===== config.mk =====
export PLATFORM = sky130hd
export DESIGN_NAME = mlt_queue
export DESIGN_NICKNAME = d
export VERILOG_FILES = /design/src/hw/rtl/mlt_pkg.sv /design/src/hw/rtl/mlt_queue.sv
export SDC_FILE = /design/constraint.sdc
export NUM_CORES = 1
export LEC_CHECK = 0
export ABC_CLOCK_PERIOD_IN_PS = 5300
export BUFFER_PORTS_ARGS = -buffer_cell sky130_fd_sc_hd__buf_4
export CAP_MARGIN = 20
export CORE_MARGIN = 8
export CORE_UTILIZATION = 41
export CTS_CLUSTER_DIAMETER = 200
export CTS_CLUSTER_SIZE = 20
export DETAILED_ROUTE_END_ITERATION = 12
export PLACE_DENSITY = 0.76
export SYNTH_ARGS = -nofsm -noshare
export SYNTH_HDL_FRONTEND = slang
export SYNTH_SLANG_ARGS = --single-unit

===== constraint.sdc =====
create_clock -name clock -period 5.3 [get_ports clock]
set_input_delay 1.06 -clock clock [delete_from_list [all_inputs] [get_ports clock]]
set_output_delay 1.06 -clock clock [all_outputs]
set_load 0.01 [all_outputs]

===== src/hw/rtl/mlt_pkg.sv =====
// Shared types, constants and helper functions of the MAC learning table.
package mlt_pkg;

   localparam int DEFAULT_TABLE_DEPTH = 1024;
   localparam int MIN_TABLE_DEPTH     = 16;

   localparam int PORT_W = 8;
   localparam int AGE_W  = 8;
   localparam int MAC_W  = 48;
   localparam int KEY_W  = 16;          // byte5:byte4 of the MAC
   localparam int SLOT_W = KEY_W;       // widest slot index the table can need
   localparam int DEPTH_W = KEY_W + 1;  // holds the table depth itself

   // reciprocal for the slot reduction: floor(2^32 / depth), depth >= MIN_TABLE_DEPTH
   localparam int RECIP_SHIFT = 32;
   localparam int RECIP_W = RECIP_SHIFT - $clog2(MIN_TABLE_DEPTH) + 1;

   localparam int QUEUE_DEPTH = 2;

   // opcodes
   localparam logic OP_FRAME = 1'b0;
   localparam logic OP_TICK  = 1'b1;

   // configuration register indexes
   localparam int CSR_IDX_W = 2;
   localparam logic [CSR_IDX_W-1:0] CSR_AGE_RELOAD = 2'd0;
   localparam logic [CSR_IDX_W-1:0] CSR_AGE_STEP   = 2'd1;

   localparam logic [AGE_W-1:0] AGE_RELOAD_RESET = 8'd60;
   localparam logic [AGE_W-1:0] AGE_STEP_RESET   = 8'd10;

   typedef struct packed {
      logic [PORT_W-1:0] port;
      logic [AGE_W-1:0]  age;
      logic [MAC_W-1:0]  mac;
   } mlt_entry_type;

   typedef struct packed {
      logic              opcode;
      logic [PORT_W-1:0] in_port;
      logic [MAC_W-1:0]  src_mac;
      logic [MAC_W-1:0]  dst_mac;
      logic [SLOT_W-1:0] src_slot;
      logic [SLOT_W-1:0] dst_slot;
   } mlt_cmd_type;

   typedef struct packed {
      logic [AGE_W-1:0] age_reload;
      logic [AGE_W-1:0] age_step;
   } mlt_cfg_type;

   function automatic logic [KEY_W-1:0] mlt_key(input logic [MAC_W-1:0] mac);
      return {mac[7:0], mac[15:8]};
   endfunction

   // one aging step of an entry; an entry whose age ends at zero is wiped
   function automatic mlt_entry_type mlt_age_entry(input mlt_entry_type e,
                                                   input logic [AGE_W-1:0] step);
      mlt_entry_type r;
      r = e;
      if (e.port != '0) begin
         r.age = (e.age > step) ? (e.age - step) : '0;
      end
      if (r.age == '0) begin
         r = '0;
      end
      return r;
   endfunction

endpackage


===== src/hw/rtl/mlt_queue.sv =====
// Short command queue between the front end and the table engine.
module mlt_queue import mlt_pkg::*; (
   input  logic        clock,
   input  logic        reset,
   input  logic        push_valid,
   output logic        push_ready,
   input  mlt_cmd_type push_data,
   output logic        pop_valid,
   input  logic        pop_ready,
   output mlt_cmd_type pop_data
);

   localparam int PTR_W = (QUEUE_DEPTH > 1) ? $clog2(QUEUE_DEPTH) : 1;
   localparam int CNT_W = $clog2(QUEUE_DEPTH + 1);
   localparam logic [PTR_W-1:0] PTR_LAST = PTR_W'(QUEUE_DEPTH - 1);
   localparam logic [CNT_W-1:0] CNT_FULL = CNT_W'(QUEUE_DEPTH);

   mlt_cmd_type      slots_ff [QUEUE_DEPTH];
   logic [PTR_W-1:0] wr_ptr_ff, rd_ptr_ff;
   logic [CNT_W-1:0] count_ff;
   logic             do_push, do_pop;

   assign push_ready = (count_ff != CNT_FULL);
   assign pop_valid  = (count_ff != '0);
   assign pop_data   = slots_ff[rd_ptr_ff];
   assign do_push    = push_valid && push_ready;
   assign do_pop     = pop_valid && pop_ready;

   always_ff @(posedge clock) begin
      if (reset) begin
         wr_ptr_ff <= '0;
         rd_ptr_ff <= '0;
         count_ff  <= '0;
      end else begin
         if (do_push) begin
            wr_ptr_ff <= (wr_ptr_ff == PTR_LAST) ? '0 : wr_ptr_ff + 1'b1;
         end
         if (do_pop) begin
            rd_ptr_ff <= (rd_ptr_ff == PTR_LAST) ? '0 : rd_ptr_ff + 1'b1;
         end
         if (do_push && !do_pop) begin
            count_ff <= count_ff + 1'b1;
         end else if (do_pop && !do_push) begin
            count_ff <= count_ff - 1'b1;
         end
      end
   end

   always_ff @(posedge clock) begin
      if (do_push) begin
         slots_ff[wr_ptr_ff] <= push_data;
      end
   end

endmodule


After elaboration in Yosys (flattened, before gate mapping)

Memories as Yosys holds them, arrays and structs flattened. A register that Yosys moved wholly into a read port is not among the register bits.
Index checks and enable logic that the tools add are counted.
Widths: inputs -> output; s select.

Flip-flop bits (word level): 4
RAM bits: 274
Output and inout port bits: 139
Logic and storage cells: 25
Memories kept: 1

Add/subtract/negate cells: 4
Equality and inequality tests: 1
Muxes and demuxes: 8
Reduce and logical (&&, ||, !) cells: 8

Memories:

| memory   | depth | bits a word | rd ports | clocked after Yosys merged registers in | write ports | line            | text |
|---|---|---|---|---|---|---|---|
| slots_ff | 2     | 137         | 1        | 1                                       | 1           | mlt_queue.sv:18 | `mlt_cmd_type slots_ff [QUEUE_DEPTH];` |

Operator list:

| kind                | count |
|---|---|
| $mux 1              | 6 |
| $logic_and 1x1->1   | 4 |
| $mux 2              | 2 |
| $reduce_bool 2->1   | 2 |
| $add 1x1->1 const B | 2 |
| $add 2x1->2 const B | 1 |
| $logic_not 1->1     | 2 |
| $ne 2x2->1 const B  | 1 |
| $sub 2x1->2 const B | 1 |

Logic depth before layout (Yosys ltp)

Depth in word-level cells: 6
Gate-level depth with buffers: 6
Gate-level depth less buffers: 6

Worst setup path before layout

No wires, ideal clock.

Path type: in2reg
Start: input push_valid
End: memory slots_ff[1][0] in the netlist's numbering, enable pin
Arrival: 4.259 ns
Data required time: 4.787 ns
Slack: 0.527 ns
Stages on the path: 1
Path buffers: 0
Cell sequence: and3_1

Cells in the longest elaborated chain, start to end: 3

RTL lines:

| item                         | line            | text |
|---|---|---|
| start, declared              | mlt_queue.sv:5  | `input logic push_valid,` |
| $logic_and 1x1->1            | mlt_queue.sv:26 | `assign do_push = push_valid && push_ready;` |
| $mux 1                       | mlt_queue.sv:50 | `if (do_push) begin` |
| $mux 1 (implied by the code) | mlt_queue.sv:51 | `slots_ff[wr_ptr_ff] <= push_data;` |
| end, declared                | mlt_queue.sv:18 |  |

Every way passes these cells.

==> run_results.csv <==
group,metric,value,unit
logic_synthesis,synth_top_area_share,81.0,%
floorplanning,pin_count,280,
logic_synthesis,yosys.area.top_type,"edfxtp_1",
logic_synthesis,yosys_warnings,0,
logic_synthesis,syn_inst,450,
placed_design,preCtsSetupSlack,2360,ps
clock_network,cts_sinks,279,
setup_path,critPathLaunchType,"flip-flop",
sta,fin_ws,2140,ps
route,vias,5052,
floorplanning,die_y,173,um
setup_path,crit_chain,"buf_12 -> mux2_2 -> buf_4",
placed_design,portBuffers,279,
clock_network,hold_buffers,0,
logic_synthesis,synth_nets,592,
sta,rsz0062_at_grt,"false",
sta,setup_viol,0,
logic_synthesis,synth_most_common_cell,"edfxtp_1",
setup_path,critPathRequiredTime,4240,ps
hold_path,hold_path_class,"flip-flop to flip-flop",
logic_synthesis,ys_top_cells_by_count,"274 x edfxtp_1, 137 x mux2_2, 13 x buf_6",
logic_synthesis,async_flop_share,0,%
pwr,ir_worst_vdd,0.000428,V
cells_and_area,num-fill-cells,1927,
sta,fin_worst_skew,10.4,ps
sta,slew_viol_final,0,
setup_path,crit_path_end_kind,"primary output",
pwr,powerDensity,436,nW/um2
cells_and_area,diodes,0,
clock_network,cts_resized,0,
setup_path,cp_top_family,"buffers and inverters",
placed_design,dpl.hpwl,14.1,mm
logic_synthesis,synth_edf_count,274,
floorplanning,initial_utilization,41.8,%
route,finalWirelength,20.7,mm
setup_path,critPathBufInv,2,
logic_synthesis,syn_avg_cell_area,22.6,um2
pwr,total_leakage_power,4.74,nW
cells_and_area,fin_nets,879,
route,post_drt_wl_per_cell,19.4,um
status,status,"finished clean",
clock_network,h-tree-depth,1,
clock_network,cts_made_buffers,17,
cells_and_area,area_growth,28.1,%
sta,max_slew.worst_pin.slew,958,ps
setup_path,arrival,2100,ps
logic_synthesis,synth_cell_types,18,
logic_synthesis,synth.area.top_cells,"edfxtp_1 81%, mux2_2 15%, buf_6 1.4%, dfxtp_1 0.99%, xor2_1 0.26%",
route,via_per_inst,4.74,
clock_network,cts_root_buffer,"clkbuf_16",
cells_and_area,final_area,13000,um2
clock_network,cts_tree,"yes",
setup_path,slowest_stage,"buf_12",
sta,setup_tns,0,ps
placed_design,place_area,12600,um2
sta,hold_viol_final,0,
setup_path,cpPeakStageDelay,530,ps
cells_and_area,register_area,8330,um2
logic_synthesis,ys_ff_latch,279,
logic_synthesis,ys.flop_type,"edfxtp_1",
logic_synthesis,ys_seq_area_share,82.0,%
cells_and_area,postLayoutCoreUtil,53.5,%
grt,grt_pass1_vias,5498,
grt,antenna_found_initial,0,
sta,max_slew_margin,36.2,%
floorplanning,fp-row-count,57,
floorplanning,die-area,30100,um2
grt,grt_max_degree,138,
grt,grt.total_usage,12.9,%
setup_path,path_class,"flip-flop to primary output",
clock_network,cts_setup_buffers,0,
pwr,total_power,5.67,mW
clock_network,clk_pin_slew,70,ps
sta,fmax,316,MHz
setup_path,worstPathMaxFanout,137,
floorplanning,core_area,24300,um2
cells_and_area,multi_input_area,1670,um2
flow_run,drv_cap,0,
grt,grt_overflow,0,
sta,min_period,3160,ps
route,remaining_drc_errors,0,
route,drt_first_iter_violations,247,
clock_network,cts_buffer_depth,3,
logic_synthesis,synth_area,10200,um2
sta,period_share,59.6,%
route,postRouteAntennaNets,0,
placed_design,place.gp.congestion,0.708,
clock_network,clkLatencyLatePin,470,ps
cells_and_area,drive_gt1_share,59.6,%
route,first_pass_iters,4,
floorplanning,die_w,173,um
grt,grt_pass1_wl,31.0,mm
worst reg2reg max path, cell delays in order (launching register included):
cell	delay, ps
dfxtp_1	410
nand2b_1	230
and3_4	840
buf_12	460
stage by stage:
step           instances  hold slack [ps]
6_report            1065              509
5_1_grt             1065              545
4_1_cts             1065              515
3_5_place_dp        1042              496
3_3_place_gp        1042              481
2_1_floorplan        450              471
metal layers:
| metal | GRT usage [%] | share of wire (%) | vias to the layer above |
|---|---|---|---|
| met1 | 14.8 | 39 | 2497 |
| met5 | 0 | 0 | - |
| met4 | 3.41 | 1.8 | 0 |
| met2 | 22.8 | 51 | 182 |
| met3 | 4.29 | 7.8 | 25 |
| li1 | - | - | 2348 |
report_power, final:
group | total, mW | leakage (nW) | switching (mW) | internal [mW]
Combinational | 1.64 | 1.92 | 0.797 | 0.842
Sequential | 2.81 | 2.60 | 0.0612 | 2.75
Clock | 1.21 | 0.217 | 0.625 | 0.590
layout by cell type, fill, tap and decap left out, types with 2 or more instances in the layout:
master and count:
nor2_1 3, a21oi_1 2, clkbuf_1 6, buf_4 281
o21ai_0 2, xor2_1 3, clkbuf_16 17, buf_12 2
dfxtp_1 4, mux2_2 137, edfxtp_1 274
path summary, 6_finish.rpt:
kind / from / end / slack, ps / cells past startpoint
setup / recovery: flip-flop / pop_data[11] / 2140 / 3
hold / removal: rd_ptr_ff / rd_ptr_ff / 510 / 2
hold reg to reg: rd_ptr_ff / rd_ptr_ff / 510 / 2
setup reg to reg: count_ff[0] / slots_ff[1][70] / 2930 / 3
sequential cells by signal (all words and copies together), names as in the netlist, named ones only:
signal     count
count_ff       2
rd_ptr_ff      1
slots_ff     274
wr_ptr_ff      1
cell type report:
| type | instances | share of cell area (%) |
|---|---|---|
| Timing Repair Buffer | 283 | 16.5 |
| Sequential cell | 279 | 64.0 |
| Tap cell | 324 | 3.12 |
| Inverter | 1 | 0.0673 |
| Multi-Input combinational cell | 155 | 12.8 |
| Clock buffer | 23 | 3.44 |
cell families after synthesis:
| kind of cell | count (synthesis) | share of synthesized area (%) |
|---|---|---|
| flops | 279 | 82.0 |
| mux | 137 | 15.2 |
| fa+ha+maj | 1 | 0.123 |
| simple gates | 9 | 0.493 |
| xor+xnor | 3 | 0.259 |
| buf+inv | 16 | 1.63 |
| compound gates | 5 | 0.296 |
Power figures use the tool's default switching activity.
