==> src/hw/rtl/mlt_pkg.sv <==
// Shared types, constants and helper functions of the MAC learning table.
package mlt_pkg;

   localparam int DEFAULT_TABLE_DEPTH = 1024;
   localparam int MIN_TABLE_DEPTH     = 16;

   localparam int PORT_W = 8;
   localparam int AGE_W  = 8;
   localparam int MAC_W  = 48;
   localparam int KEY_W  = 16;          // byte5:byte4 of the MAC
   localparam int SLOT_W = KEY_W;       // widest slot index the table can need
   localparam int DEPTH_W = KEY_W + 1;  // holds the table depth itself

   // reciprocal for the slot reduction: floor(2^32 / depth), depth >= MIN_TABLE_DEPTH
   localparam int RECIP_SHIFT = 32;
   localparam int RECIP_W = RECIP_SHIFT - $clog2(MIN_TABLE_DEPTH) + 1;

   localparam int QUEUE_DEPTH = 2;

   // opcodes
   localparam logic OP_FRAME = 1'b0;
   localparam logic OP_TICK  = 1'b1;

   // configuration register indexes
   localparam int CSR_IDX_W = 2;
   localparam logic [CSR_IDX_W-1:0] CSR_AGE_RELOAD = 2'd0;
   localparam logic [CSR_IDX_W-1:0] CSR_AGE_STEP   = 2'd1;

   localparam logic [AGE_W-1:0] AGE_RELOAD_RESET = 8'd60;
   localparam logic [AGE_W-1:0] AGE_STEP_RESET   = 8'd10;

   typedef struct packed {
      logic [PORT_W-1:0] port;
      logic [AGE_W-1:0]  age;
      logic [MAC_W-1:0]  mac;
   } mlt_entry_type;

   typedef struct packed {
      logic              opcode;
      logic [PORT_W-1:0] in_port;
      logic [MAC_W-1:0]  src_mac;
      logic [MAC_W-1:0]  dst_mac;
      logic [SLOT_W-1:0] src_slot;
      logic [SLOT_W-1:0] dst_slot;
   } mlt_cmd_type;

   typedef struct packed {
      logic [AGE_W-1:0] age_reload;
      logic [AGE_W-1:0] age_step;
   } mlt_cfg_type;

   function automatic logic [KEY_W-1:0] mlt_key(input logic [MAC_W-1:0] mac);
      return {mac[7:0], mac[15:8]};
   endfunction

   // one aging step of an entry; an entry whose age ends at zero is wiped
   function automatic mlt_entry_type mlt_age_entry(input mlt_entry_type e,
                                                   input logic [AGE_W-1:0] step);
      mlt_entry_type r;
      r = e;
      if (e.port != '0) begin
         r.age = (e.age > step) ? (e.age - step) : '0;
      end
      if (r.age == '0) begin
         r = '0;
      end
      return r;
   endfunction

endpackage

==> src/hw/rtl/mlt_front.sv <==
// Front end: accepts beats and reduces both MAC keys to table slots.
module mlt_front import mlt_pkg::*; #(
   parameter int TABLE_DEPTH = DEFAULT_TABLE_DEPTH
) (
   input  logic              clock,
   input  logic              reset,
   input  logic              req_valid,
   output logic              req_ready,
   input  logic              req_opcode,
   input  logic [PORT_W-1:0] req_in_port,
   input  logic [MAC_W-1:0]  req_src_mac,
   input  logic [MAC_W-1:0]  req_dst_mac,
   output logic              push_valid,
   input  logic              push_ready,
   output mlt_cmd_type       push_data
);

   localparam int PROD_W = KEY_W + RECIP_W;
   localparam int Q_W    = PROD_W - RECIP_SHIFT;
   localparam int QD_W   = Q_W + DEPTH_W;
   localparam logic [RECIP_W-1:0] RECIP =
      RECIP_W'((64'd1 << RECIP_SHIFT) / TABLE_DEPTH);
   localparam logic [DEPTH_W-1:0] DEPTH_C = DEPTH_W'(TABLE_DEPTH);

   logic advance;

   // stage 1: key times reciprocal
   logic              s1_valid_ff;
   mlt_cmd_type       s1_cmd_ff;
   logic [KEY_W-1:0]  s1_src_key_ff, s1_dst_key_ff;
   logic [PROD_W-1:0] s1_src_prod_ff, s1_dst_prod_ff;

   // stage 2: estimated quotient times depth
   logic              s2_valid_ff;
   mlt_cmd_type       s2_cmd_ff;
   logic [KEY_W-1:0]  s2_src_key_ff, s2_dst_key_ff;
   logic [QD_W-1:0]   s2_src_qd_ff, s2_dst_qd_ff;

   logic [KEY_W-1:0]   src_key_in, dst_key_in;
   mlt_cmd_type        cmd_in;
   logic [DEPTH_W-1:0] src_diff, dst_diff, src_rem, dst_rem;

   assign advance   = !s2_valid_ff || push_ready;
   assign req_ready = advance;

   assign src_key_in = mlt_key(req_src_mac);
   assign dst_key_in = mlt_key(req_dst_mac);

   always_comb begin
      cmd_in          = '0;
      cmd_in.opcode   = req_opcode;
      cmd_in.in_port  = req_in_port;
      cmd_in.src_mac  = req_src_mac;
      cmd_in.dst_mac  = req_dst_mac;
   end

   always_ff @(posedge clock) begin
      if (reset) begin
         s1_valid_ff <= 1'b0;
         s2_valid_ff <= 1'b0;
      end else if (advance) begin
         s1_valid_ff <= req_valid;
         s2_valid_ff <= s1_valid_ff;
      end
   end

   always_ff @(posedge clock) begin
      if (advance) begin
         s1_cmd_ff      <= cmd_in;
         s1_src_key_ff  <= src_key_in;
         s1_dst_key_ff  <= dst_key_in;
         s1_src_prod_ff <= PROD_W'(src_key_in) * PROD_W'(RECIP);
         s1_dst_prod_ff <= PROD_W'(dst_key_in) * PROD_W'(RECIP);
         s2_cmd_ff      <= s1_cmd_ff;
         s2_src_key_ff  <= s1_src_key_ff;
         s2_dst_key_ff  <= s1_dst_key_ff;
         s2_src_qd_ff   <= QD_W'(s1_src_prod_ff[PROD_W-1:RECIP_SHIFT]) * QD_W'(DEPTH_C);
         s2_dst_qd_ff   <= QD_W'(s1_dst_prod_ff[PROD_W-1:RECIP_SHIFT]) * QD_W'(DEPTH_C);
      end
   end

   // quotient estimate is exact or one low: one correction step
   always_comb begin
      src_diff = {1'b0, s2_src_key_ff} - s2_src_qd_ff[DEPTH_W-1:0];
      dst_diff = {1'b0, s2_dst_key_ff} - s2_dst_qd_ff[DEPTH_W-1:0];
      src_rem  = (src_diff >= DEPTH_C) ? (src_diff - DEPTH_C) : src_diff;
      dst_rem  = (dst_diff >= DEPTH_C) ? (dst_diff - DEPTH_C) : dst_diff;
      push_data          = s2_cmd_ff;
      push_data.src_slot = src_rem[SLOT_W-1:0];
      push_data.dst_slot = dst_rem[SLOT_W-1:0];
   end

   assign push_valid = s2_valid_ff;

endmodule

==> config.mk <==
export PLATFORM = sky130hd
export DESIGN_NAME = mlt_front
export DESIGN_NICKNAME = d
export VERILOG_FILES = /design/src/hw/rtl/mlt_pkg.sv /design/src/hw/rtl/mlt_front.sv
export SDC_FILE = /design/constraint.sdc
export NUM_CORES = 1
export LEC_CHECK = 0
export BUFFER_PORTS_ARGS = -buffer_cell sky130_fd_sc_hd__buf_2
export CELL_PAD_IN_SITES_DETAIL_PLACEMENT = 1
export CELL_PAD_IN_SITES_GLOBAL_PLACEMENT = 2
export CORE_MARGIN = 10
export CORE_UTILIZATION = 35
export DETAILED_ROUTE_END_ITERATION = 6
export HOLD_SLACK_MARGIN = 0.12
export PLACE_DENSITY = 0.77
export SYNTH_ARGS = -nofsm -noshare
export SYNTH_HDL_FRONTEND = slang
export SYNTH_SLANG_ARGS = --single-unit
==> constraint.sdc <==
create_clock -name clock -period 6.87 [get_ports clock]
set_input_delay 0.3435 -clock clock [delete_from_list [all_inputs] [get_ports clock]]
set_output_delay 0.3435 -clock clock [all_outputs]
set_load 0.01 [all_outputs]
### Word level (Yosys, flattened, before mapping)

Index checks and enable logic that the tools add are counted.
W data, S select, Z words.

| storage, ports and cells | value |
|---|---|
| register bits after elaboration | 288 |
| word-level logic and storage cells | 26 |

| operators by class | value |
|---|---|
| $add $sub $neg | 4 |
| order comparisons | 2 |
| multiplexer cells | 2 |
| reductions and logical operators | 2 |

Operators with widths:

| operator | number |
|---|---|
| $ge A17 B11 Y1 const B | 2 |
| $sub A16 B16 Y17 | 2 |
| $mux W16 | 2 |
| $sub A16 B11 Y16 const B | 2 |
| $logic_not A1 Y1 | 1 |
| $logic_or A1 B1 Y1 | 1 |

### Depth between registers and ports, before layout

Gate-level depths: netlist (run 1).

| logic depth | value |
|---|---|
| depth in word-level cells | 3 |
| gate-level depth with buffers | 2 |
| mapped depth without buffers | 2 |

### Worst setup path before layout (run 1)

OpenSTA, ideal clock, no wires.

| timing | value |
|---|---|
| path kind | input to register |
| start | in push_ready |
| end | reg s2_valid_ff, in the netlist push_valid |
| library setup time | 0.365 ns |
| data arrival time | 5.739 ns |
| required time | 6.505 ns |
| setup slack | 0.767 ns |
| cell stages on the path | 2 |
| path buffers | 0 |
| cells stage by stage | nand2b_1 a21oi_1 |

| on the way | value |
|---|---|
| cells in the longest elaborated chain, start to end | 1 |

RTL lines:

| what | RTL line | text |
|---|---|---|
| start, declared | mlt_front.sv:14 | `input logic push_ready,` |
| $logic_or A1 B1 Y1 | mlt_front.sv:43 | `assign advance = !s2_valid_ff \|\| push_ready;` |
| end signal, assigned | mlt_front.sv:63 | `s2_valid_ff <= s1_valid_ff;` |
| end, declared | mlt_front.sv:34 | `logic s2_valid_ff;` |

Every way passes these cells.
A chain may end at the register's enable or synchronous reset.

### Final worst setup path (run 1)

| timing | value |
|---|---|
| start | reg s2_valid_ff, in the netlist push_valid |
| end | reg s1_cmd_ff[123] (netlist bit), enable pin |

| on the way | value |
|---|---|
| cells in the longest elaborated chain, start to end | 2 |

RTL lines:

| what | RTL line | text |
|---|---|---|
| $logic_not A1 Y1 | mlt_front.sv:43 |  |
| $logic_or A1 B1 Y1 | mlt_front.sv:43 |  |
| end signal, assigned | mlt_front.sv:69 | `s1_cmd_ff <= cmd_in;` |
| end, declared | mlt_front.sv:29 | `mlt_cmd_type s1_cmd_ff;` |

Every way passes these cells.

==> key figures, run 1 <==
Worst setup path
  – Worst EP required: approximately 7 ns
  – Max incr delay on CP: 0.72 ns
  – Crit Path Class: reg2reg
  – Reg2Reg Depth: 2
  – WP buf/inv: 1
  – Worst path slowest cell: buf_4
  – Endpoint class of the critical path: flop
  – CP endpoint: s1_cmd_ff[123]
  – CP startpoint kind: flop
  – CP arrival: 2.13 ns
  – Worst r2r dst: s1_cmd_ff[123]
  – Worst setup path startpoint: push_valid
  – Family with the most delay on the worst path: buffers and inverters
  – Max Fanout on Critical Path: a little over 60
  – CP Cell Sequence: nand2b_4 > buf_4
  – R2R Setup Slk: 4.85 ns
  – Worst path depth: 2
  – Worst r2r src: push_valid

Timing
  – Period utilisation layout: 29.33%
  – WHS: between 0.3 and 0.4 ns
  – Hold Fails Final Rpt: 0
  – Final min period: slightly above 2 ns
  – Setup_tns: 0 ns
  – Max Transition Viols Final: 0
  – # setup viols final: 0
  – Peak Freq: roughly 500 MHz
  – Max transition margin: between 40% and 50%
  – Clock Skew: 0.01692 ns
  – Actual slew at the worst max-slew pin: approximately 0.8 ns
  – RSZ-0062 raised after global routing: false

Route
  – DR iter-0 viols: just under 200
  – M1 WL: between 5000 and 6000 µm
  – Metal2 WL: 8774 µm
  – Via Count: approximately 3600
  – Post-route ant nets: 0
  – Via/cell ratio: roughly 4.2
  – DRC: 0
  – Final WL: between 15000 and 20000 µm
  – First-pass iteration count of the detailed router: 4
  – DR top layer: met5
  – Routed wire per std cell: 19.75 µm
  – Routed met3 length: 1812 µm

Synth
  – Synth top area cells: edfxtp_1 95%, buf_4 3.6%, dfxtp_1 0.60%, and4bb_1 0.19%, a31o_1 0.13%
  – Syn Inst Count: 251
  – Yosys reg bits: around 210
  – Synth unique cells: 9
  – Yosys top cell by area: edfxtp_1
  – Count leader, synth: edfxtp_1
  – Mean Syn Cell Area: 26.41 µm²
  – Warnings, synthesis: 0
  – Synth top area share: approximately 95%
  – EDFF count, synth: 210
  – Fraction of registers with async set/reset: 0%
  – Seq/Total Area, Yosys: 95.72%
  – Top FF cell, synth: edfxtp_1
  – List of most frequent post-synthesis cells: 210 x edfxtp_1, 32 x buf_4, 2 x dfxtp_1, 2 x inv_1
  – Post-Syn Area: around 6600 µm²

GRT
  – Overflow after GRT: 0
  – All-Layer GR Usage: approximately 13%
  – Largest net degree at the start of global routing: 63
  – Initial antenna violation count: 1
  – First-pass GRT wire length: approximately 25000 µm
  – Vias in the first global route: 4100

Die
  – Row count: 50
  – Die Wd: around 160 µm
  – IO Pins: between 200 and 250
  – Die ar.: 24850 µm²
  – Initial Util: a little over a third
  – Die Ht: about 160 µm
  – Core area: approximately 19000 µm²

Clocking
  – Max clock buf depth: 3
  – Htree depth: 1
  – Post-CTS Repair Setup Buffers: 0
  – Worst-path clk slew: approximately 0.06 ns
  – Clock Latency Late Sink: 0.50 ns
  – CTS tree: built
  – CTS buffer count: 23
  – Root Buffer: clkbuf_16
  – Clk sink count: 212

Finish
  – Share of layout cells above drive strength 1: roughly 44%
  – # nets final: 709
  – Area added between synthesis and finish: 46.61%
  – Fin util: 52.14%
  – Post-route cell area: 9721 µm²

Power and ir drop
  – NetSw: 0.6165 mW
  – Peak VDD IR: between 0.2 and 0.25 mV
  – Sw frac: 21.00%
  – LEAKAGE: 4.020 nW
  – Clock power frac: about two fifths
  – P per Cell Area: just over 300 nW/µm²
  – Sequential power share: 53.1%
  – Total power: 2.936 mW
  – Gate power share: roughly 7.1%
  – P_int: 2.319 mW

Placed design
  – Port bufs: 235
  – Placer Congestion: a little over 0.7
  – Post-detailed-placement half-perimeter wirelength: roughly 11000 µm
  – Placed inst area: just under 8000 µm²

Hold path
  – Worst Hold Class: in2reg

Job
  – Max Cap Violations: 0

Outcome
  – Run status: complete, no violations
## flip-flops by register name (all words and copies together) (netlist names)
register,flops
push_data,105
s1_cmd_ff,105
push_valid,1
s1_valid_ff,1
## metal layers
layer / track usage (%) / vias to the layer above
met5: 0 / -
met4: 3.695 / 2
met3: 5.997 / 31
met2: 22.86 / 179
met1: 13.17 / 1737
li1: - / 1645
## cell families (layout without fill, tap and decap cells)
kind of cell    after synthesis  count (layout)  synth area share [%]
simple gates                  2               2                0.2831
flops                       212             212                 95.72
other cells                   1              13               0.05656
buf+inv                      34             389                 3.737
compound gates                2               2                0.2075
## worst min-delay path by stage
stage / start / end / cells past startpoint
after global routing: push_ready / s1_valid_ff / 3
after CTS: push_ready / s1_valid_ff / 3
final: push_ready / s1_valid_ff / 3
after detailed placement: s1_cmd_ff[54] / push_data[54] / 0
after floorplan: s1_cmd_ff[100] / push_data[100] / 0
after global placement: s1_cmd_ff[114] / push_data[114] / 0
## tightest hold or removal path, cell delays in order
cell and delay [ns]:
buf_2 0.11, and4bb_1 0.25, a31o_1 0.09
## power by group through the flow
stage | Sequential, mW | Combinational (mW) | Clock, mW
global placement | 1.58 | 0.157 | 0
global route | 1.57 | 0.225 | 1.27
finish | 1.56 | 0.208 | 1.17
detailed placement | 1.59 | 0.159 | 0
CTS | 1.56 | 0.209 | 1.21
floorplan | 1.62 | 0.0395 | 0
## what timing repair did
action | in CTS | in global routing
hold buffers | 107 | 0
gates resized for setup | 0 | 0
hold endpoints to repair | 107 | 0
## stage by stage
stage               setup slack, ns  std cells
CTS                           4.831        851
global placement              4.783        702
floorplan                    0.7665        262
finish                        4.855        852
global route                  4.710        851
detailed placement            4.701        702
## layout make-up
class / count / area (µm²)
antenna: 1 / 2.502
clock inverter: 17 / 133.9
multi-input combinational: 16 / 85.08
timing repair buffer: 345 / 2270
inverter: 2 / 7.507
clock buffer: 25 / 583.1
tap: 234 / 292.8
fill: 1754 / 8922
sequential: 212 / 6346
## cells in the final DEF, fill, tap and decap left out
master         instances
a21oi_1                1
a31o_1                 1
and4bb_1               1
buf_2                235
buf_4                  3
bufinv_16              2
clkbuf_1               2
clkbuf_16             23
clkinv_1               6
clkinv_2               7
clkinvlp_4             1
conb_1                12
dfxtp_1                2
diode_2                1
dlygate4sd3_1        107
edfxtp_1             210
inv_1                  2
inv_6                  1
nand2b_4               1
(Power assumes the default switching activity.)
==> inputs of run 2 (changes only) <==
--- a/config.mk
+++ b/config.mk
@@ -9,10 +9,10 @@
 export CELL_PAD_IN_SITES_DETAIL_PLACEMENT = 1
 export CELL_PAD_IN_SITES_GLOBAL_PLACEMENT = 2
 export CORE_MARGIN = 10
-export CORE_UTILIZATION = 35
+export CORE_UTILIZATION = 32
 export DETAILED_ROUTE_END_ITERATION = 6
 export HOLD_SLACK_MARGIN = 0.12
-export PLACE_DENSITY = 0.77
+export PLACE_DENSITY = 0.75
 export SYNTH_ARGS = -nofsm -noshare
 export SYNTH_HDL_FRONTEND = slang
 export SYNTH_SLANG_ARGS = --single-unit
==> constraint.sdc (replaced) <==
create_clock -name clock -period 1.65 [get_ports clock]
set_input_delay 0.0825 -clock clock [delete_from_list [all_inputs] [get_ports clock]]
set_output_delay 0.0825 -clock clock [all_outputs]
set_load 0.01 [all_outputs]
==> key figures, run 2 (same netlist as run 1, synthesis figures left out) <==
Outcome
  – Run status: complete, no violations

Timing
  – Period utilisation layout: 96.60% (+67 points)
  – Peak Freq: 627.4 MHz (+26%)
  – Hold Fails Final Rpt: 0 (unchanged)
  – Final min period: 1.594 ns (-0.4212 ns)
  – Max Transition Viols Final: 0 (unchanged)
  – # setup viols final: 0 (unchanged)
  – RSZ-0062 raised after global routing: true
  – Fin worst setup slack: 0.05609 ns (-4.799 ns)
  – Clock Skew: 0.01622 ns (-0.0006916 ns)
  – Setup_tns: 0 ns (unchanged)
  – WHS: 0.2837 ns (-0.03933 ns)

Worst setup path
  – Worst r2r dst: s1_valid_ff
  – Worst r2r src: push_valid
  – CP startpoint kind: flop
  – Worst setup path startpoint: push_valid
  – CP arrival: 2.02 ns (-0.11 ns)
  – CP endpoint: s1_valid_ff
  – Endpoint class of the critical path: flop
  – R2R Setup Slk: 0.06 ns (-4.80 ns)
  – Worst path slowest cell: dlygate4sd3_1
  – WP buf/inv: 2 (+1)
  – CP Cell Sequence: nand2b_4 > buf_12 > a31o_1 > dlygate4sd3_1
  – Family with the most delay on the worst path: buffers and inverters
  – Worst EP required: 2.08 ns (-4.91 ns)
  – Reg2Reg Depth: 4 (+2)
  – Max Fanout on Critical Path: 65 (+4.8%)
  – Max incr delay on CP: 0.55 ns (-0.17 ns)
  – Worst path depth: 4 (+2)
  – Crit Path Class: reg2reg

Finish
  – Most frequent cells in the layout: 234 x buf_2, 210 x edfxtp_1, 108 x dlygate4sd3_1
  – Most common cell after layout, fill and taps aside: buf_2
  – Finished Layout Cells: 892 (+4.7%)
  – Area added between synthesis and finish: 49.71%
  – Fin util: 48.90% (-3.2 points)
  – Post-route cell area: 9926 µm² (+2.1%)
  – # nets final: 711 (+0.28%)
  – Share of layout cells above drive strength 1: 44.19% (-0.053 points)
  – FILL cells: 1979 (+13%)

Hold path
  – Worst Hold Class: in2reg

Placed design
  – Post-detailed-placement half-perimeter wirelength: 10750 µm (+1.0%)
  – Placer Congestion: 0.7304 (+0.91%)
  – Placed inst area: 8014 µm² (+1.1%)
  – Post-placement cell count: 738 (+5.1%)
  – Port bufs: 235 (unchanged)
  – Placement Setup Slack: 0.4516 ns (-4.249 ns)

Power and ir drop
  – Total power: 12.73 mW (+330%)
  – P per Cell Area: 1283 nW/µm² (+320%)
  – Peak VDD IR: 0.8436 mV (+290%)
  – LEAKAGE: 4.095 nW (+1.9%)

Die
  – Die Ht: 163.9 µm (+4.0%)
  – Initial Util: 32.66% (-2.9 points)
  – Die Wd: 163.9 µm (+4.0%)
  – IO Pins: 248 (unchanged)
  – Row count: 52 (+4.0%)
  – Core area: 20300 µm² (+8.9%)
  – Die ar.: 26880 µm² (+8.2%)

Job
  – Max Cap Violations: 0 (unchanged)

Clocking
  – Max clock buf depth: 3 (unchanged)
  – CTS tree: built
  – Htree depth: 1 (unchanged)
  – Worst-path clk slew: 0.06 ns (about the same)
  – CTS buffer count: 24 (+4.3%)
  – Clk sink count: 212 (unchanged)
  – Clock Latency Late Sink: 0.50 ns (about the same)
  – Root Buffer: clkbuf_16

GRT
  – Initial antenna violation count: 2 (+1)
  – Vias in the first global route: 4183 (+2.0%)
  – First-pass GRT wire length: 24080 µm (-1.9%)
  – Largest net degree at the start of global routing: 81 (+29%)
  – All-Layer GR Usage: 11.45% (-1.4 points)
  – Overflow after GRT: 0 (unchanged)

Route
  – Routed wire per std cell: 18.40 µm (-6.8%)
  – DRC: 0 (unchanged)
  – First-pass iteration count of the detailed router: 4 (unchanged)
  – Final WL: 16410 µm (-2.5%)
  – DR iter-0 viols: 211 (+6.6%)
  – Post-route ant nets: 0 (unchanged)
  – Via Count: 3566 (-0.78%)
  – Via/cell ratio: 3.998 (-5.2%)
-- run 2: area by class of cell --
type	count	area, µm²	share of cell area (%)
Sequential cell	212	6347	63.95
Timing Repair Buffer	346	2331	23.48
Clock buffer	28	636.9	6.416
Tap cell	270	337.8	3.404
Clock inverter	16	175.2	1.765
Multi-Input combinational cell	16	85.08	0.8572
Inverter	2	7.507	0.07563
Antenna cell	2	5.005	0.05042
-- run 2: worst min path at each step --
stage | startpoint | to | slack, ns | cells after the start
detailed placement | req_src_mac[23] | s1_cmd_ff[103] | 0.26 | 1
CTS | req_dst_mac[34] | s1_cmd_ff[66] | 0.26 | 2
finish | req_src_mac[23] | s1_cmd_ff[103] | 0.28 | 2
global placement | req_dst_mac[16] | s1_cmd_ff[48] | 0.26 | 1
floorplan | reset | push_valid | 0.14 | 1
global route | req_dst_mac[29] | s1_cmd_ff[61] | 0.28 | 2
-- run 2: repair_timing --
item / 4_1_cts / 5_1_grt
gates resized for setup: 1 / 2
setup endpoints to repair: 1 / 2
hold buffers: 108 / 0
buffers inserted: 0 / 0
hold endpoints to repair: 107 / 0
-- run 2: power by group --
part / switching [mW] / internal [mW]
registers: 0.121 / 6.37
logic: 0.440 / 0.438
clock network: 1.99 / 3.37
total: 2.55 / 10.2
-- run 2: metal layers --
| metal | part of all wire [%] | track usage (%) |
|---|---|---|
| met1 | 35 | 12.07 |
| met2 | 51 | 19.91 |
| met3 | 12 | 5.657 |
| met4 | 2.0 | 3.168 |
| met5 | 0.085 | 0 |
==> inputs of run 3 (changes only) <==
--- a/config.mk
+++ b/config.mk
@@ -5,6 +5,7 @@
 export SDC_FILE = /design/constraint.sdc
 export NUM_CORES = 1
 export LEC_CHECK = 0
+export ABC_AREA = 1
 export BUFFER_PORTS_ARGS = -buffer_cell sky130_fd_sc_hd__buf_2
 export CELL_PAD_IN_SITES_DETAIL_PLACEMENT = 1
 export CELL_PAD_IN_SITES_GLOBAL_PLACEMENT = 2
==> key figures, run 3 <==
Outcome
  – Run status: complete, no violations

Timing
  – Final min period: 1.560 ns (-0.03423 ns)
  – Max Transition Viols Final: 0 (unchanged)
  – # setup viols final: 0 (unchanged)
  – Setup_tns: 0 ns (unchanged)
  – Period utilisation layout: 94.53% (-2.1 points)
  – Hold Fails Final Rpt: 0 (unchanged)
  – RSZ-0062 raised after global routing: false
  – Fin worst setup slack: 0.09033 ns (+0.03423 ns)
  – Peak Freq: 641.2 MHz (+2.2%)
  – Clock Skew: 0.01805 ns (+0.001829 ns)

Synth
  – Warnings, synthesis: 0 (unchanged)
  – Mean Syn Cell Area: 26.12 µm² (-1.1%)
  – Count leader, synth: edfxtp_1
  – Yosys reg bits: 212 (unchanged)
  – List of most frequent post-synthesis cells: 210 x edfxtp_1, 32 x buf_4, 2 x dfxtp_1, 2 x inv_1
  – Syn Inst Count: 254 (+1.2%)
  – Seq/Total Area, Yosys: 95.66% (about the same)
  – Top FF cell, synth: edfxtp_1
  – Post-Syn Area: 6634 µm² (about the same)
  – Fraction of registers with async set/reset: 0% (unchanged)
  – Synth top area share: 95.06% (about the same)
  – Synth unique cells: 12 (+3)
  – EDFF count, synth: 210 (unchanged)
  – Yosys top cell by area: edfxtp_1
  – Synth top area cells: edfxtp_1 95%, buf_4 3.6%, dfxtp_1 0.60%, a21oi_2 0.13%, inv_1 0.11%

Die
  – Die ar.: 26890 µm² (about the same)
  – Die Ht: 164.0 µm (about the same)
  – Core area: 20300 µm² (unchanged)
  – Row count: 52 (unchanged)
  – IO Pins: 248 (unchanged)
  – Initial Util: 32.68% (about the same)
  – Die Wd: 164.0 µm (about the same)

Clocking
  – CTS tree: built
  – CTS buffer count: 24 (unchanged)
  – Max clock buf depth: 3 (unchanged)
  – Clock Latency Late Sink: 0.51 ns (about the same)
  – Clk sink count: 212 (unchanged)
  – Htree depth: 1 (unchanged)
  – Worst-path clk slew: 0.06 ns (about the same)
  – Root Buffer: clkbuf_16

Finish
  – FILL cells: 1945 (-1.7%)
  – # nets final: 719 (+1.1%)
  – Multi-input logic area: 102.6 µm² (+21%)
  – Area added between synthesis and finish: 51.17%
  – Most frequent cells in the layout: 235 x buf_2, 210 x edfxtp_1, 109 x dlygate4sd3_1
  – Finished Layout Cells: 900 (+0.90%)
  – Sequential cell area: 6350 µm² (about the same)
  – Most common cell after layout, fill and taps aside: buf_2
  – Share of layout cells above drive strength 1: 45.06% (+0.87 points)

Power and ir drop
  – P_int: 10.23 mW (+0.54%)
  – Sequential power share: 50.5% (-0.5 points)
  – LEAKAGE: 4.142 nW (+1.1%)
  – NetSw: 2.639 mW (+3.4%)
  – Sw frac: 20.50% (+0.45 points)
  – Peak VDD IR: 0.7269 mV (-14%)
  – Gate power share: 7.1% (+0.2 points)
  – Clock power frac: 42.3% (+0.2 points)
  – Total power: 12.87 mW (+1.1%)
  – P per Cell Area: 1284 nW/µm² (about the same)

GRT
  – Vias in the first global route: 4227 (+1.1%)
  – Initial antenna violation count: 2 (unchanged)
  – All-Layer GR Usage: 12.17% (+0.71 points)
  – Largest net degree at the start of global routing: 48 (-41%)
  – Overflow after GRT: 0 (unchanged)
  – First-pass GRT wire length: 25260 µm (+4.9%)

Worst setup path
  – CP startpoint kind: input pin
  – Crit Path Class: in2out
  – CP arrival: 1.48 ns (-0.54 ns)
  – Max Fanout on Critical Path: 28 (-57%)
  – Endpoint class of the critical path: output port
  – Worst EP required: 1.57 ns (-0.51 ns)

Placed design
  – Port bufs: 235 (unchanged)
  – Post-detailed-placement half-perimeter wirelength: 11460 µm (+6.6%)
  – Placer Congestion: 0.7675 (+5.1%)
  – Placement Setup Slack: 0.3848 ns (-0.06687 ns)
  – Post-placement cell count: 743 (+0.68%)

Job
  – Max Cap Violations: 0 (unchanged)

Route
  – DR iter-0 viols: 143 (-32%)
  – Via/cell ratio: 4.046 (+1.2%)
  – Final WL: 17360 µm (+5.7%)
  – First-pass iteration count of the detailed router: 4 (unchanged)
  – Via Count: 3641 (+2.1%)
  – DRC: 0 (unchanged)
  – Routed wire per std cell: 19.28 µm (+4.8%)
  – Post-route ant nets: 0 (unchanged)

Hold path
  – Worst Hold Class: in2reg
## run 3: cell count changes after synthesis, sizes merged
| cell | previous run | this run |
|---|---|---|
| nand2 | 0 | 2 |
| nor2 | 0 | 1 |
| a31o | 1 | 0 |
| and4bb | 1 | 0 |
| inv | 2 | 3 |
| nand2b | 1 | 0 |
| nand3 | 0 | 1 |
| a21oi | 1 | 2 |
## run 3: area by class of cell
class	count	share of cell area, %
multi-input cells	19	1.023
flip-flops and latches	212	63.32
inverters	3	0.1123
clock buffers	31	6.450
well taps	270	3.369
clock inverters	13	1.797
diodes	2	0.04991
repair buffers	350	23.88
## run 3: routing by layer
| metal | up-vias | wire length, µm | global-route usage, % | share of wire [%] |
|---|---|---|---|---|
| met1 | 1772 | 5883 | 11.98 | 34 |
| met4 | 0 | 274 | 2.965 | 1.6 |
| li1 | 1670 | - | - | - |
| met5 | - | 0 | 0 | 0 |
| met2 | 174 | 9302 | 22.74 | 54 |
| met3 | 25 | 1895 | 5.432 | 11 |
## run 3: kinds of logic (layout without fill, tap and decap cells)
logic type | after synthesis | in the layout | synth area share (%)
other cells | 1 | 14 | 0.05653
compound gates | 2 | 2 | 0.2074
buf+inv | 35 | 397 | 3.791
simple gates | 4 | 5 | 0.2828
flops | 212 | 212 | 95.66
## run 3: what timing repair did
action | CTS | global route
buffers inserted | 0 | 0
endpoints found under the hold margin | 107 | 0
pin swaps | 0 | 1
resized for setup | 1 | 1
cloned | 1 | 1
hold buffers | 109 | 0
setup endpoints to repair | 1 | 1
## run 3: critical path, cell delays in order
cell	delay, ns
dlygate4sd3_1	0.54
buf_2	0.13
inv_2	0.15
nand2_8	0.17
buf_16	0.22
buf_2	0.16
## run 3: power groups by stage
stage	sequential, mW	combinational [mW]	clock (mW)
final	6.51	0.915	5.45
after detailed placement	6.62	0.699	0
after CTS	6.51	0.921	5.60
after global routing	6.55	0.993	5.83
after floorplan	6.71	0.173	0
after global placement	6.58	0.686	0
## run 3: stage by stage
stage               area, µm²  utilization (%)  hold slack [ns]
finish                  10030            49.40           0.2792
global route            10030            49.40           0.2536
CTS                     10010            49.31           0.2493
detailed placement       8051            39.66           0.2564
global placement         8051            39.66           0.2552
floorplan                6690                -           0.1376
## run 3: path summary, 6_finish.rpt
check	start	to	slack (ns)	cells after the start
min	req_dst_mac[27]	s1_cmd_ff[59]	0.28	2
min reg2reg	s1_cmd_ff[81]	push_data[81]	0.41	0
max reg2reg	push_valid	push_data[107]	0.41	2
max	push_ready	req_ready	0.09	6
